`src/rtl/glyph_quad_layout_macros.svh`:
```
// Assertion macros for the glyph quad layout block.
// Used by glyph_quad_layout.sv; expects clk and rst_n in scope.
`ifndef GLYPH_QUAD_LAYOUT_MACROS_SVH
`define GLYPH_QUAD_LAYOUT_MACROS_SVH

// same-cycle implication, disabled in reset
`define GLQ_ASSERT_NOW(name, ante, cons, msg) \
  name: assert property (@(posedge clk) disable iff (!rst_n) (ante) |-> (cons)) \
    else $error(msg);

// next-cycle implication, disabled in reset
`define GLQ_ASSERT_NEXT(name, ante, cons, msg) \
  name: assert property (@(posedge clk) disable iff (!rst_n) (ante) |=> (cons)) \
    else $error(msg);

`endif

```
`src/rtl/glq_pkg.sv`:
```
// Shared types, constants and the glyph advance table for glyph_quad_layout.
// No dependencies.
package glq_pkg;

  localparam int CFG_IDX_W  = 3;
  localparam int CFG_DATA_W = 32;
  localparam int CODE_W     = 8;
  localparam int PEN_X_W    = 20;
  localparam int PEN_Y_W    = 16;
  localparam int POS_W      = 20;
  localparam int TEX_W      = 17;
  localparam int RGBA_W     = 32;
  localparam int CORNER_W   = 2;
  localparam int AX_W       = 22;
  localparam int NY_W       = 28;
  localparam int UX_W       = 23;
  localparam int UY_W       = 24;
  localparam int RECIP_W    = 24;

  localparam int QUEUE_DEPTH_DEF = 4;

  typedef enum logic [CFG_IDX_W-1:0] {
    REG_ORIGIN_X     = 3'd0,
    REG_ORIGIN_Y     = 3'd1,
    REG_GLYPH_SCALE  = 3'd2,
    REG_TEXT_COLOR   = 3'd3,
    REG_HALF_TEXEL_U = 3'd4,
    REG_HALF_TEXEL_V = 3'd5
  } cfg_reg_t;

  localparam logic [CORNER_W-1:0] CORNER_RT = 2'd0;
  localparam logic [CORNER_W-1:0] CORNER_RB = 2'd1;
  localparam logic [CORNER_W-1:0] CORNER_LB = 2'd2;
  localparam logic [CORNER_W-1:0] CORNER_LT = 2'd3;

  localparam logic [CODE_W-1:0] CHAR_LF = 8'd10;
  localparam logic [CODE_W-1:0] CHAR_CR = 8'd13;

  // floor(u/5) = (u*RECIP_X) >> 26 exact for u < 2^23
  localparam logic [RECIP_W-1:0] RECIP_X    = 24'd13421773;
  localparam int                 RECIP_X_SH = 26;
  // floor(u/15) = (u*RECIP_Y) >> 27 exact for u < 2^24
  localparam logic [RECIP_W-1:0] RECIP_Y    = 24'd8947849;
  localparam int                 RECIP_Y_SH = 27;

  // dividend limits: 5*2^19 and 15*2^19
  localparam logic signed [UX_W:0]   SAT_X_HI = 24'sd2621440;
  localparam logic signed [UX_W:0]   SAT_X_LO = -24'sd2621440;
  localparam logic signed [NY_W+1:0] SAT_Y_HI = 30'sd7864320;
  localparam logic signed [NY_W+1:0] SAT_Y_LO = -30'sd7864320;

  localparam logic signed [POS_W-1:0] POS_MAX = 20'sh7FFFF;
  localparam logic signed [POS_W-1:0] POS_MIN = 20'sh80000;

  typedef struct packed {
    logic signed [10:0] origin_x;
    logic signed [10:0] origin_y;
    logic [11:0]        glyph_scale;
    logic [31:0]        text_color;
    logic [15:0]        half_texel_u;
    logic [15:0]        half_texel_v;
  } glq_cfg_t;

  typedef struct packed {
    logic                   brk;
    logic [CODE_W-1:0]      code;
    logic signed [AX_W-1:0] ax;
    logic signed [NY_W-1:0] ny;
  } glq_item_t;

  typedef struct packed {
    logic empty;
    logic full;
  } glq_qstat_t;

  // pen advance in pixels per unit scale
  function automatic logic [4:0] advance_of(input logic [CODE_W-1:0] ch);
    logic [4:0] w;
    unique case (ch) inside
      // i l I space / \ ; : . ,
      8'd105, 8'd108, 8'd73, 8'd32, 8'd47, 8'd92, 8'd59, 8'd58, 8'd46, 8'd44:
        w = 5'd5;
      // [ ] | ( ) j f t
      8'd91, 8'd93, 8'd124, 8'd40, 8'd41, 8'd106, 8'd102, 8'd116:
        w = 5'd6;
      // d h o p n F +
      8'd100, 8'd104, 8'd111, 8'd112, 8'd110, 8'd70, 8'd43:
        w = 5'd11;
      // digits e k a c u y v L
      [8'd48:8'd57], 8'd101, 8'd107, 8'd97, 8'd99, 8'd117, 8'd121, 8'd118, 8'd76:
        w = 5'd10;
      8'd115:                          w = 5'd9;   // s
      8'd114, 8'd74, 8'd45, 8'd61:     w = 5'd8;   // r J - =
      8'd87:                           w = 5'd17;  // W
      8'd109, 8'd119, 8'd77, 8'd78:    w = 5'd15;  // m w M N
      8'd82:                           w = 5'd13;  // R
      default:                         w = 5'd12;
    endcase
    return w;
  endfunction

endpackage

```
`src/rtl/glyph_quad_layout.sv`:
```
// Glyph quad layout: one character in, four quad vertices out.
// The first vertex passes through the queue, then the issue, multiply and output
// registers. The back end issues one vertex per cycle from the queue head while
// the queue is not empty and the output is not stalled.
// Reset (rst_n, synchronous, active low): pens cleared, queue and pipeline
// emptied, registers back to their defaults.
`include "glyph_quad_layout_macros.svh"

module glyph_quad_layout #(
  parameter int QUEUE_DEPTH = glq_pkg::QUEUE_DEPTH_DEF
) (
  input  logic                              clk,
  input  logic                              rst_n,
  input  logic                              cfg_we,
  input  logic [glq_pkg::CFG_IDX_W-1:0]     cfg_index,
  input  logic [glq_pkg::CFG_DATA_W-1:0]    cfg_data,
  input  logic                              in_tvalid,
  output logic                              in_tready,
  input  logic [7:0]                        in_tdata,   // [7:0] char_code
  input  logic                              in_tlast,   // end_of_string
  output logic                              out_tvalid,
  input  logic                              out_tready,
  // [19:0] pos_x, [39:20] pos_y, [56:40] tex_u, [73:57] tex_v,
  // [105:74] rgba, [111:106] zero
  output logic [111:0]                      out_tdata,
  output logic [glq_pkg::CORNER_W-1:0]      out_tuser,  // [1:0] corner
  output logic                              out_tlast   // last_vertex
);
  import glq_pkg::*;

  glq_cfg_t            cfg_r, cfg_nxt;
  glq_qstat_t          q_stat;
  glq_item_t           q_in, q_out;
  logic                q_push, q_pop;
  logic signed [POS_W-1:0] pos_x, pos_y;
  logic [TEX_W-1:0]    tex_u, tex_v;
  logic [RGBA_W-1:0]   rgba;

  always_comb begin
    cfg_nxt = cfg_r;
    if (cfg_we) begin
      unique case (cfg_index)
        REG_ORIGIN_X:     cfg_nxt.origin_x     = $signed(cfg_data[10:0]);
        REG_ORIGIN_Y:     cfg_nxt.origin_y     = $signed(cfg_data[10:0]);
        REG_GLYPH_SCALE:  cfg_nxt.glyph_scale  = cfg_data[11:0];
        REG_TEXT_COLOR:   cfg_nxt.text_color   = cfg_data[31:0];
        REG_HALF_TEXEL_U: cfg_nxt.half_texel_u = cfg_data[15:0];
        REG_HALF_TEXEL_V: cfg_nxt.half_texel_v = cfg_data[15:0];
        default: ;
      endcase
    end
  end

  always_ff @(posedge clk) begin
    if (!rst_n) begin
      cfg_r.origin_x     <= '0;
      cfg_r.origin_y     <= '0;
      cfg_r.glyph_scale  <= 12'd256;
      cfg_r.text_color   <= 32'hFFFF_FFFF;
      cfg_r.half_texel_u <= 16'd128;
      cfg_r.half_texel_v <= 16'd128;
    end else begin
      cfg_r <= cfg_nxt;
    end
  end

  glq_front u_front (
    .clk      (clk),
    .rst_n    (rst_n),
    .cfg      (cfg_r),
    .in_valid (in_tvalid),
    .in_ready (in_tready),
    .in_code  (in_tdata[7:0]),
    .in_eos   (in_tlast),
    .q_stat   (q_stat),
    .q_push   (q_push),
    .q_item   (q_in)
  );

  glq_queue #(
    .DEPTH (QUEUE_DEPTH)
  ) u_queue (
    .clk   (clk),
    .rst_n (rst_n),
    .push  (q_push),
    .din   (q_in),
    .pop   (q_pop),
    .dout  (q_out),
    .stat  (q_stat)
  );

  glq_back u_back (
    .clk        (clk),
    .rst_n      (rst_n),
    .cfg        (cfg_r),
    .q_stat     (q_stat),
    .q_item     (q_out),
    .q_pop      (q_pop),
    .out_valid  (out_tvalid),
    .out_ready  (out_tready),
    .out_corner (out_tuser),
    .out_pos_x  (pos_x),
    .out_pos_y  (pos_y),
    .out_tex_u  (tex_u),
    .out_tex_v  (tex_v),
    .out_rgba   (rgba),
    .out_last   (out_tlast)
  );

  assign out_tdata = {6'b0, rgba, tex_v, tex_u, pos_y, pos_x};

  `GLQ_ASSERT_NOW(a_last_on_lt, out_tvalid, out_tlast == (out_tuser == CORNER_LT), "last_vertex not on left-top corner")
  `GLQ_ASSERT_NEXT(a_corner_seq, out_tvalid && out_tready && !out_tlast, out_tvalid && (out_tuser == $past(out_tuser) + 2'd1), "vertex of a character missing or out of order")
  `GLQ_ASSERT_NOW(a_pop_nonempty, q_pop, !q_stat.empty, "queue popped while empty")

endmodule

```
`src/rtl/glq_front.sv`:
```
// Front end: accepts characters, keeps the pen offsets, builds queue items.
// Depends on glq_pkg.
module glq_front (
  input  logic                          clk,
  input  logic                          rst_n,
  input  glq_pkg::glq_cfg_t             cfg,
  input  logic                          in_valid,
  output logic                          in_ready,
  input  logic [glq_pkg::CODE_W-1:0]    in_code,
  input  logic                          in_eos,
  input  glq_pkg::glq_qstat_t           q_stat,
  output logic                          q_push,
  output glq_pkg::glq_item_t            q_item
);
  import glq_pkg::*;

  logic [PEN_X_W-1:0]     pen_x_r, pen_x_nxt;
  logic [PEN_Y_W-1:0]     pen_y_r, pen_y_nxt;
  logic                   accept;
  logic                   brk;
  logic [16:0]            adv_prod;
  logic [PEN_X_W:0]       nx;
  logic [PEN_Y_W:0]       ny_pen;
  logic signed [17:0]     oy_sum;
  logic signed [AX_W-1:0] ax;
  logic signed [NY_W-1:0] ny;

  assign in_ready = !q_stat.full;
  assign accept   = in_valid && !q_stat.full;
  assign q_push   = accept;
  assign brk      = (in_code == CHAR_LF) || (in_code == CHAR_CR);

  // left edge in Q.8 pixels, top edge in Q.8 pixels scaled by 4
  assign ax     = $signed({{3{cfg.origin_x[10]}}, cfg.origin_x, 8'b0})
                + $signed({2'b0, pen_x_r}) - 22'sd2560;
  assign oy_sum = $signed({{7{cfg.origin_y[10]}}, cfg.origin_y})
                + $signed({2'b0, pen_y_r});
  assign ny     = $signed({oy_sum, 10'b0}) - 28'sd4608;

  assign q_item.brk  = brk;
  assign q_item.code = in_code;
  assign q_item.ax   = ax;
  assign q_item.ny   = ny;

  assign adv_prod = {12'b0, advance_of(in_code)} * {5'b0, cfg.glyph_scale};
  assign nx       = {1'b0, pen_x_r} + {4'b0, adv_prod};
  assign ny_pen   = {1'b0, pen_y_r} + 17'd16;

  always_comb begin
    pen_x_nxt = pen_x_r;
    pen_y_nxt = pen_y_r;
    if (accept) begin
      if (brk) begin
        pen_x_nxt = '0;
        pen_y_nxt = ny_pen[PEN_Y_W] ? '1 : ny_pen[PEN_Y_W-1:0];
      end else begin
        pen_x_nxt = nx[PEN_X_W] ? '1 : nx[PEN_X_W-1:0];
      end
      if (in_eos) begin
        pen_x_nxt = '0;
        pen_y_nxt = '0;
      end
    end
  end

  always_ff @(posedge clk) begin
    if (!rst_n) begin
      pen_x_r <= '0;
      pen_y_r <= '0;
    end else begin
      pen_x_r <= pen_x_nxt;
      pen_y_r <= pen_y_nxt;
    end
  end

endmodule

```
`src/rtl/glq_queue.sv`:
```
// Small item queue between the front and back ends.
// Depends on glq_pkg.
module glq_queue #(
  parameter int DEPTH = glq_pkg::QUEUE_DEPTH_DEF
) (
  input  logic                clk,
  input  logic                rst_n,
  input  logic                push,
  input  glq_pkg::glq_item_t  din,
  input  logic                pop,
  output glq_pkg::glq_item_t  dout,
  output glq_pkg::glq_qstat_t stat
);
  import glq_pkg::*;

  localparam int AW = (DEPTH > 1) ? $clog2(DEPTH) : 1;
  localparam int CW = $clog2(DEPTH + 1);

  glq_item_t       slots_r [DEPTH];
  logic [AW-1:0]   wr_ptr_r, wr_ptr_nxt;
  logic [AW-1:0]   rd_ptr_r, rd_ptr_nxt;
  logic [CW-1:0]   count_r, count_nxt;

  assign dout       = slots_r[rd_ptr_r];
  assign stat.empty = (count_r == '0);
  assign stat.full  = (count_r == CW'(DEPTH));

  always_comb begin
    wr_ptr_nxt = wr_ptr_r;
    rd_ptr_nxt = rd_ptr_r;
    count_nxt  = count_r;
    if (push) begin
      wr_ptr_nxt = (wr_ptr_r == AW'(DEPTH - 1)) ? '0 : wr_ptr_r + 1'b1;
    end
    if (pop) begin
      rd_ptr_nxt = (rd_ptr_r == AW'(DEPTH - 1)) ? '0 : rd_ptr_r + 1'b1;
    end
    if (push && !pop) begin
      count_nxt = count_r + 1'b1;
    end else if (pop && !push) begin
      count_nxt = count_r - 1'b1;
    end
  end

  always_ff @(posedge clk) begin
    if (push) begin
      slots_r[wr_ptr_r] <= din;
    end
  end

  always_ff @(posedge clk) begin
    if (!rst_n) begin
      wr_ptr_r <= '0;
      rd_ptr_r <= '0;
      count_r  <= '0;
    end else begin
      wr_ptr_r <= wr_ptr_nxt;
      rd_ptr_r <= rd_ptr_nxt;
      count_r  <= count_nxt;
    end
  end

endmodule

```
`src/rtl/glq_back.sv`:
```
// Back end: expands each queued character into four vertices through a
// three-stage pipeline (operand select, reciprocal multiply, output). Depends on glq_pkg.
module glq_back (
  input  logic                               clk,
  input  logic                               rst_n,
  input  glq_pkg::glq_cfg_t                  cfg,
  input  glq_pkg::glq_qstat_t                q_stat,
  input  glq_pkg::glq_item_t                 q_item,
  output logic                               q_pop,
  output logic                               out_valid,
  input  logic                               out_ready,
  output logic [glq_pkg::CORNER_W-1:0]       out_corner,
  output logic signed [glq_pkg::POS_W-1:0]   out_pos_x,
  output logic signed [glq_pkg::POS_W-1:0]   out_pos_y,
  output logic [glq_pkg::TEX_W-1:0]          out_tex_u,
  output logic [glq_pkg::TEX_W-1:0]          out_tex_v,
  output logic [glq_pkg::RGBA_W-1:0]         out_rgba,
  output logic                               out_last
);
  import glq_pkg::*;

  logic                   adv, issue;
  logic [CORNER_W-1:0]    corner_r;
  logic                   use_right, use_bottom;

  // issue stage
  logic [16:0]            scale30;
  logic [18:0]            scale120;
  logic signed [AX_W-1:0] ax_sel;
  logic signed [NY_W-1:0] ny_sel;
  logic signed [UX_W:0]   m_x, u_x_full;
  logic signed [NY_W+1:0] m_y, u_y_full;
  logic [3:0]             col, row;
  logic [4:0]             colp1, rowp1;
  logic [TEX_W-1:0]       tu_l, tv_t;
  logic signed [TEX_W:0]  tu_r_full, tv_b_full;
  logic [TEX_W-1:0]       tu_r, tv_b;

  logic                   s1_v_r;
  logic [CORNER_W-1:0]    s1_corner_r;
  logic                   s1_brk_r, s1_hi_x_r, s1_lo_x_r, s1_hi_y_r, s1_lo_y_r;
  logic [UX_W-1:0]        s1_ux_r;
  logic [UY_W-1:0]        s1_uy_r;
  logic [TEX_W-1:0]       s1_tu_r, s1_tv_r;

  // multiply stage
  logic [UX_W+RECIP_W-1:0] prod_x;
  logic [UY_W+RECIP_W-1:0] prod_y;

  logic                   s2_v_r;
  logic [CORNER_W-1:0]    s2_corner_r;
  logic                   s2_brk_r, s2_hi_x_r, s2_lo_x_r, s2_hi_y_r, s2_lo_y_r;
  logic [POS_W-1:0]       s2_qx_r, s2_qy_r;
  logic [TEX_W-1:0]       s2_tu_r, s2_tv_r;

  // output stage
  logic signed [POS_W-1:0] px, py;
  logic                    out_valid_r;
  logic [CORNER_W-1:0]     out_corner_r;
  logic signed [POS_W-1:0] out_pos_x_r, out_pos_y_r;
  logic [TEX_W-1:0]        out_tex_u_r, out_tex_v_r;

  assign adv   = !out_valid_r || out_ready;
  assign issue = adv && !q_stat.empty;
  assign q_pop = issue && (corner_r == CORNER_LT);

  assign use_right  = (corner_r == CORNER_RT) || (corner_r == CORNER_RB);
  assign use_bottom = (corner_r == CORNER_RB) || (corner_r == CORNER_LB);

  assign scale30  = {cfg.glyph_scale, 5'b0} - {4'b0, cfg.glyph_scale, 1'b0};
  assign scale120 = {cfg.glyph_scale, 7'b0} - {4'b0, cfg.glyph_scale, 3'b0};

  assign ax_sel = q_item.ax + (use_right ? $signed({5'b0, scale30}) : $signed(22'd0));
  assign ny_sel = q_item.ny + (use_bottom ? $signed({9'b0, scale120}) : $signed(28'd0));

  // round-half-up of v*4/5 is floor((4v+2)/5); of v*4/15 is floor((4v+7)/15)
  assign m_x      = $signed({ax_sel, 2'b10});
  assign m_y      = $signed({ny_sel, 2'b00}) + 30'sd7;
  assign u_x_full = m_x + SAT_X_HI;
  assign u_y_full = m_y + SAT_Y_HI;

  assign col   = q_item.code[3:0];
  assign row   = q_item.code[7:4];
  assign colp1 = {1'b0, col} + 5'd1;
  assign rowp1 = {1'b0, row} + 5'd1;

  assign tu_l      = {1'b0, col, 12'b0} + {1'b0, cfg.half_texel_u};
  assign tv_t      = {1'b0, row, 12'b0} + {1'b0, cfg.half_texel_v};
  assign tu_r_full = $signed({1'b0, colp1, 12'b0}) - $signed({2'b0, cfg.half_texel_u});
  assign tv_b_full = $signed({1'b0, rowp1, 12'b0}) - $signed({2'b0, cfg.half_texel_v});
  assign tu_r      = tu_r_full[TEX_W] ? '0 : tu_r_full[TEX_W-1:0];
  assign tv_b      = tv_b_full[TEX_W] ? '0 : tv_b_full[TEX_W-1:0];

  assign prod_x = {{RECIP_W{1'b0}}, s1_ux_r} * {{UX_W{1'b0}}, RECIP_X};
  assign prod_y = {{RECIP_W{1'b0}}, s1_uy_r} * {{UY_W{1'b0}}, RECIP_Y};

  // quotient is offset by 2^19; flipping the top bit removes it
  always_comb begin
    if (s2_brk_r) begin
      px = '0;
    end else if (s2_hi_x_r) begin
      px = POS_MAX;
    end else if (s2_lo_x_r) begin
      px = POS_MIN;
    end else begin
      px = $signed({~s2_qx_r[POS_W-1], s2_qx_r[POS_W-2:0]});
    end
    if (s2_brk_r) begin
      py = '0;
    end else if (s2_hi_y_r) begin
      py = POS_MAX;
    end else if (s2_lo_y_r) begin
      py = POS_MIN;
    end else begin
      py = $signed({~s2_qy_r[POS_W-1], s2_qy_r[POS_W-2:0]});
    end
  end

  always_ff @(posedge clk) begin
    if (!rst_n) begin
      corner_r    <= CORNER_RT;
      s1_v_r      <= 1'b0;
      s2_v_r      <= 1'b0;
      out_valid_r <= 1'b0;
    end else begin
      if (issue) begin
        corner_r <= corner_r + 1'b1;
      end
      if (adv) begin
        s1_v_r      <= issue;
        s2_v_r      <= s1_v_r;
        out_valid_r <= s2_v_r;
      end
    end
  end

  always_ff @(posedge clk) begin
    if (adv) begin
      s1_corner_r <= corner_r;
      s1_brk_r    <= q_item.brk;
      s1_hi_x_r   <= (m_x >= SAT_X_HI);
      s1_lo_x_r   <= (m_x < SAT_X_LO);
      s1_hi_y_r   <= (m_y >= SAT_Y_HI);
      s1_lo_y_r   <= (m_y < SAT_Y_LO);
      s1_ux_r     <= u_x_full[UX_W-1:0];
      s1_uy_r     <= u_y_full[UY_W-1:0];
      s1_tu_r     <= use_right ? tu_r : tu_l;
      s1_tv_r     <= use_bottom ? tv_b : tv_t;

      s2_corner_r <= s1_corner_r;
      s2_brk_r    <= s1_brk_r;
      s2_hi_x_r   <= s1_hi_x_r;
      s2_lo_x_r   <= s1_lo_x_r;
      s2_hi_y_r   <= s1_hi_y_r;
      s2_lo_y_r   <= s1_lo_y_r;
      s2_qx_r     <= prod_x[RECIP_X_SH +: POS_W];
      s2_qy_r     <= prod_y[RECIP_Y_SH +: POS_W];
      s2_tu_r     <= s1_tu_r;
      s2_tv_r     <= s1_tv_r;

      out_corner_r <= s2_corner_r;
      out_pos_x_r  <= px;
      out_pos_y_r  <= py;
      out_tex_u_r  <= s2_tu_r;
      out_tex_v_r  <= s2_tv_r;
    end
  end

  assign out_valid  = out_valid_r;
  assign out_corner = out_corner_r;
  assign out_pos_x  = out_pos_x_r;
  assign out_pos_y  = out_pos_y_r;
  assign out_tex_u  = out_tex_u_r;
  assign out_tex_v  = out_tex_v_r;
  assign out_last   = (out_corner_r == CORNER_LT);
  // ARGB to RGBA
  assign out_rgba   = {cfg.text_color[23:0], cfg.text_color[31:24]};

endmodule

```
`config.mk`:
```
export PLATFORM = sky130hd
export DESIGN_NAME = glyph_quad_layout
export DESIGN_NICKNAME = d
export VERILOG_FILES = /design/src/rtl/glq_pkg.sv /design/src/rtl/glyph_quad_layout.sv /design/src/rtl/glq_front.sv /design/src/rtl/glq_queue.sv /design/src/rtl/glq_back.sv
export VERILOG_INCLUDE_DIRS = /design/src /design/src/rtl
export SDC_FILE = /design/constraint.sdc
export NUM_CORES = 2
export LEC_CHECK = 0
export BUFFER_PORTS_ARGS = -buffer_cell sky130_fd_sc_hd__buf_2
export CAP_MARGIN = 15
export CELL_PAD_IN_SITES_DETAIL_PLACEMENT = 0
export CELL_PAD_IN_SITES_GLOBAL_PLACEMENT = 2
export CORE_MARGIN = 2
export CORE_UTILIZATION = 43
export DETAILED_ROUTE_END_ITERATION = 8
export PLACE_DENSITY_LB_ADDON = 0.1
export SLEW_MARGIN = 20
export SYNTH_ARGS = -nofsm -noshare
export SYNTH_HDL_FRONTEND = slang
export SYNTH_SLANG_ARGS = --single-unit
```
`constraint.sdc`:
```
create_clock -name clk -period 7.5 [get_ports clk]
set_input_delay 1.125 -clock clk [delete_from_list [all_inputs] [get_ports clk]]
set_output_delay 1.125 -clock clk [all_outputs]
set_load 0.1 [all_outputs]
```
==> impl_metrics.yaml <==
final_layout:
  diodes: 0
  stdcell_area_um2: 45100
  areaGrowthSynthToFinish_pct: 10.6
  fill_cells: 8659
  nNetsFinal: 4656
  drive_gt1_share_pct: 9.73
grt:
  antenna_found_initial: 1
  use_met3_pct: 2.83
  grt_pass1_wl_um: 157000
  grt_overflow: 0
  use_met1_pct: 26.9
  grt_max_degree: 103
  track_usage_pct: 20.6
  grt_most_used_layer: "met2"
  use_met2_pct: 35.4
  grt_pass1_vias: 28000
synth:
  yosys-top-cells-count: "527 x inv_1, 512 x ha_1, 434 x edfxtp_1"
  synthArstFlopShare_pct: 0
  synth_seq_cells: 579
  synth_top_area_share_pct: 32.0
  syn_inst: 3721
  syn-cell-area_um2: 40700
  synth_largest_area_cell: "edfxtp_1"
  synth-edff-count: 434
  ys_types: 88
  synth-main-ff-cell: "edfxtp_1"
  ys_seq_area_share_pct: 39.1
  ys_top_cells_by_area: "edfxtp_1 32%, ha_1 16%, fa_1 12%"
  yosysMostFrequentCell: "inv_1"
  synth_warnings: 0
  avgSynthCellArea_um2: 11.0
place:
  hpwl_um: 76800
  dpl_cell_area_um2: 42700
  io_buffers: 159
  routabilityCongestion: 0.860
critical_path:
  crit_path_max_fanout: 5
  crit_path_max_incr_delay_ps: 580
  crit_arrival_ps: 7210
  r2r.worst_path.cells: 21
  crit_chain: "ha_1 > fa_1 > inv_1 > fa_1 > inv_1 > fa_1 > inv_1 > fa_1 > inv_1 > fa_1 > fa_1 > ha_1 > nand2_1 > or3_1 > a211o_1 > a221oi_1 > nand2_1 > a21oi_1 > a21oi_1 > o21ai_1 > xnor2_1"
  critPathKind: "reg2reg"
  crit_top_cell: "fa_1"
  cp-end-kind: "register"
  rrSetupSlack_ps: 670
  cp.required_ps: 7880
  r2r-start: "u_back.s1_ux_r[8]"
  start_kind: "register"
  r2r-end: "u_back.s2_qx_r[19]"
  slowest_stage: "fa_1"
cts:
  clkTransAtPathRegs_ps: 60
  post_cts_buffers: 0
  ctsHoldBuffers: 0
  clockRootBuffer: "clkbuf_16"
  cts_buffers: 69
  clkSinkCount: 579
  insertion_delay_ps: 660
  cts_tree: "yes"
  cts_max_path_buffers: 3
  cts_max_level: 3
  postCtsResizedCells: 0
drt:
  ant_nets: 0
  post_drt_wl_per_cell_um: 19.4
  routed_wl_um: 99700
  drc: 0
  vias: 26900
  dr.first_iter.drc_count: 1445
  via_per_inst: 5.23
  firstDrtPassIters: 6
floorplanning:
  die_w_um: 312
  die_h_um: 312
  start_util_pct: 43.5
  rows: 112
  io-pin-count: 166
  fp.coreArea_um2: 93600
  die_area_um2: 97200
timing:
  fmax_ghz: 0.146
  setup_viol: 0
  period_minus_slack_ps: 6830
  rsz0062_at_grt: "no"
  slew_viol_final: 0
  clock_skew_ps: 40.2
  tightest_slew_ps: 985
  slew_headroom_pct: 34.3
  period_share_pct: 91.1
  tns_ps: 0
  hold_viol_final: 0
min_path:
  min_to: "u_back.s2_tu_r[14]"
  worst_hold_path.num_cells: 0
  hold_class: "reg2reg"
  hp-start: "u_back.s1_tu_r[14]"
run:
  max_cap_violations: 0
status:
  status: "completed"
state kept, by name (all words and copies together), names as in the netlist, 3 cells and up, named ones only:
name / flops
u_queue.slots_r: 196
u_front.pen_y_r: 13
u_back.s1_ux_r: 21
u_back.out_pos_x: 20
u_back.out_tex_u: 17
u_back.s1_tu_r: 17
cfg_r: 98
u_back.out_pos_y: 20
u_back.s1_uy_r: 19
u_back.s2_qy_r: 20
u_front.pen_x_r: 20
u_back.s1_tv_r: 17
u_back.s2_tv_r: 17
u_back.out_tex_v: 17
u_back.s2_qx_r: 20
u_queue.count_r: 3
u_back.s2_tu_r: 17
worst max path at each step:
stage	from	end	slack (ps)	depth (start not counted)
6_report	u_back.s1_ux_r[8]	u_back.s2_qx_r[19]	670	21
5_1_grt	in_tdata[6]	u_front.pen_x_r[19]	310	21
4_1_cts	u_back.s1_ux_r[8]	u_back.s2_qx_r[19]	630	21
3_5_place_dp	in_tdata[6]	u_front.pen_x_r[19]	230	21
3_3_place_gp	in_tdata[1]	u_front.pen_x_r[17]	400	24
2_1_floorplan	in_tdata[2]	u_front.pen_x_r[11]	930	25
layer usage:
layer | routed length (um) | vias up
li1 | - | 13100
met1 | 44500 | 13300
met2 | 48600 | 474
met3 | 3620 | 137
met4 | 2880 | 0
met5 | 0 | -
area by class of cell:
cell class / count / area [um2] / share of cell area [%]
Multi-Input combinational cell: 2487 / 22200 / 49.3
Sequential cell: 579 / 15900 / 35.4
Inverter: 527 / 1990 / 4.41
Clock buffer: 82 / 1790 / 3.96
Tap cell: 1254 / 1570 / 3.48
Timing Repair Buffer: 178 / 938 / 2.08
Clock inverter: 41 / 622 / 1.38
worst max-delay path, delay by kind of cell, from the launching register on:
| family | cells | cell delay [ps] |
|---|---|---|
| xor gates and xnor gates | 1 | 80 |
| DFF | 1 | 490 |
| adders and majority gates | 8 | 3680 |
| and+or+nand+nor | 3 | 620 |
| AOI/OAI and AO/OA | 5 | 1480 |
| buffers and inverters | 4 | 240 |
per-stage QoR:
| stage | util [%] | std cells | hold slack [ps] | worst slack [ps] |
|---|---|---|---|---|
| 2_1_floorplan | - | 3726 | 400 | 928 |
| 3_3_place_gp | 45.6 | 5024 | 404 | 396 |
| 3_5_place_dp | 45.6 | 5024 | 405 | 235 |
| 4_1_cts | 48.1 | 5147 | 408 | 626 |
| 5_1_grt | 48.1 | 5148 | 423 | 305 |
| 6_report | 48.1 | 5148 | 412 | 668 |
placed cells by master (no fill, tap or decap), types with 19 or more instances in the layout:
| master | Yosys | routed |
|---|---|---|
| a211oi_1 | 22 | 22 |
| a21boi_0 | 73 | 73 |
| a21o_1 | 49 | 49 |
| a21oi_1 | 184 | 184 |
| and2_1 | 49 | 49 |
| buf_2 | 9 | 159 |
| buf_4 | 39 | 19 |
| clkbuf_16 | 0 | 69 |
| dfxtp_1 | 145 | 143 |
| edfxtp_1 | 434 | 434 |
| fa_1 | 253 | 253 |
| ha_1 | 512 | 512 |
| inv_1 | 527 | 526 |
| mux4_2 | 49 | 49 |
| nand2_1 | 329 | 329 |
| nand2b_1 | 29 | 29 |
| nand3_1 | 85 | 85 |
| nor2_1 | 199 | 199 |
| nor2b_1 | 34 | 34 |
| nor3_1 | 69 | 69 |
| o21ai_0 | 102 | 102 |
| xnor2_1 | 101 | 101 |
| xor2_1 | 50 | 50 |
cell families (layout without fill, tap and decap cells):
group | Yosys count | after routing | synth area share (%)
xor gates and xnor gates | 151 | 151 | 3.25
buffers and inverters | 660 | 828 | 6.47
other | 1 | 6 | 0.00920
adders and majority gates | 765 | 765 | 28.2
and+or+nand+nor | 901 | 901 | 10.4
DFF | 579 | 579 | 39.1
AOI/OAI and AO/OA | 603 | 603 | 9.63
muxes | 61 | 61 | 3.01
Power is left out: the tool's default activity adds up to more than one toggle a clock period on the data nets, which glitch-free logic cannot reach.
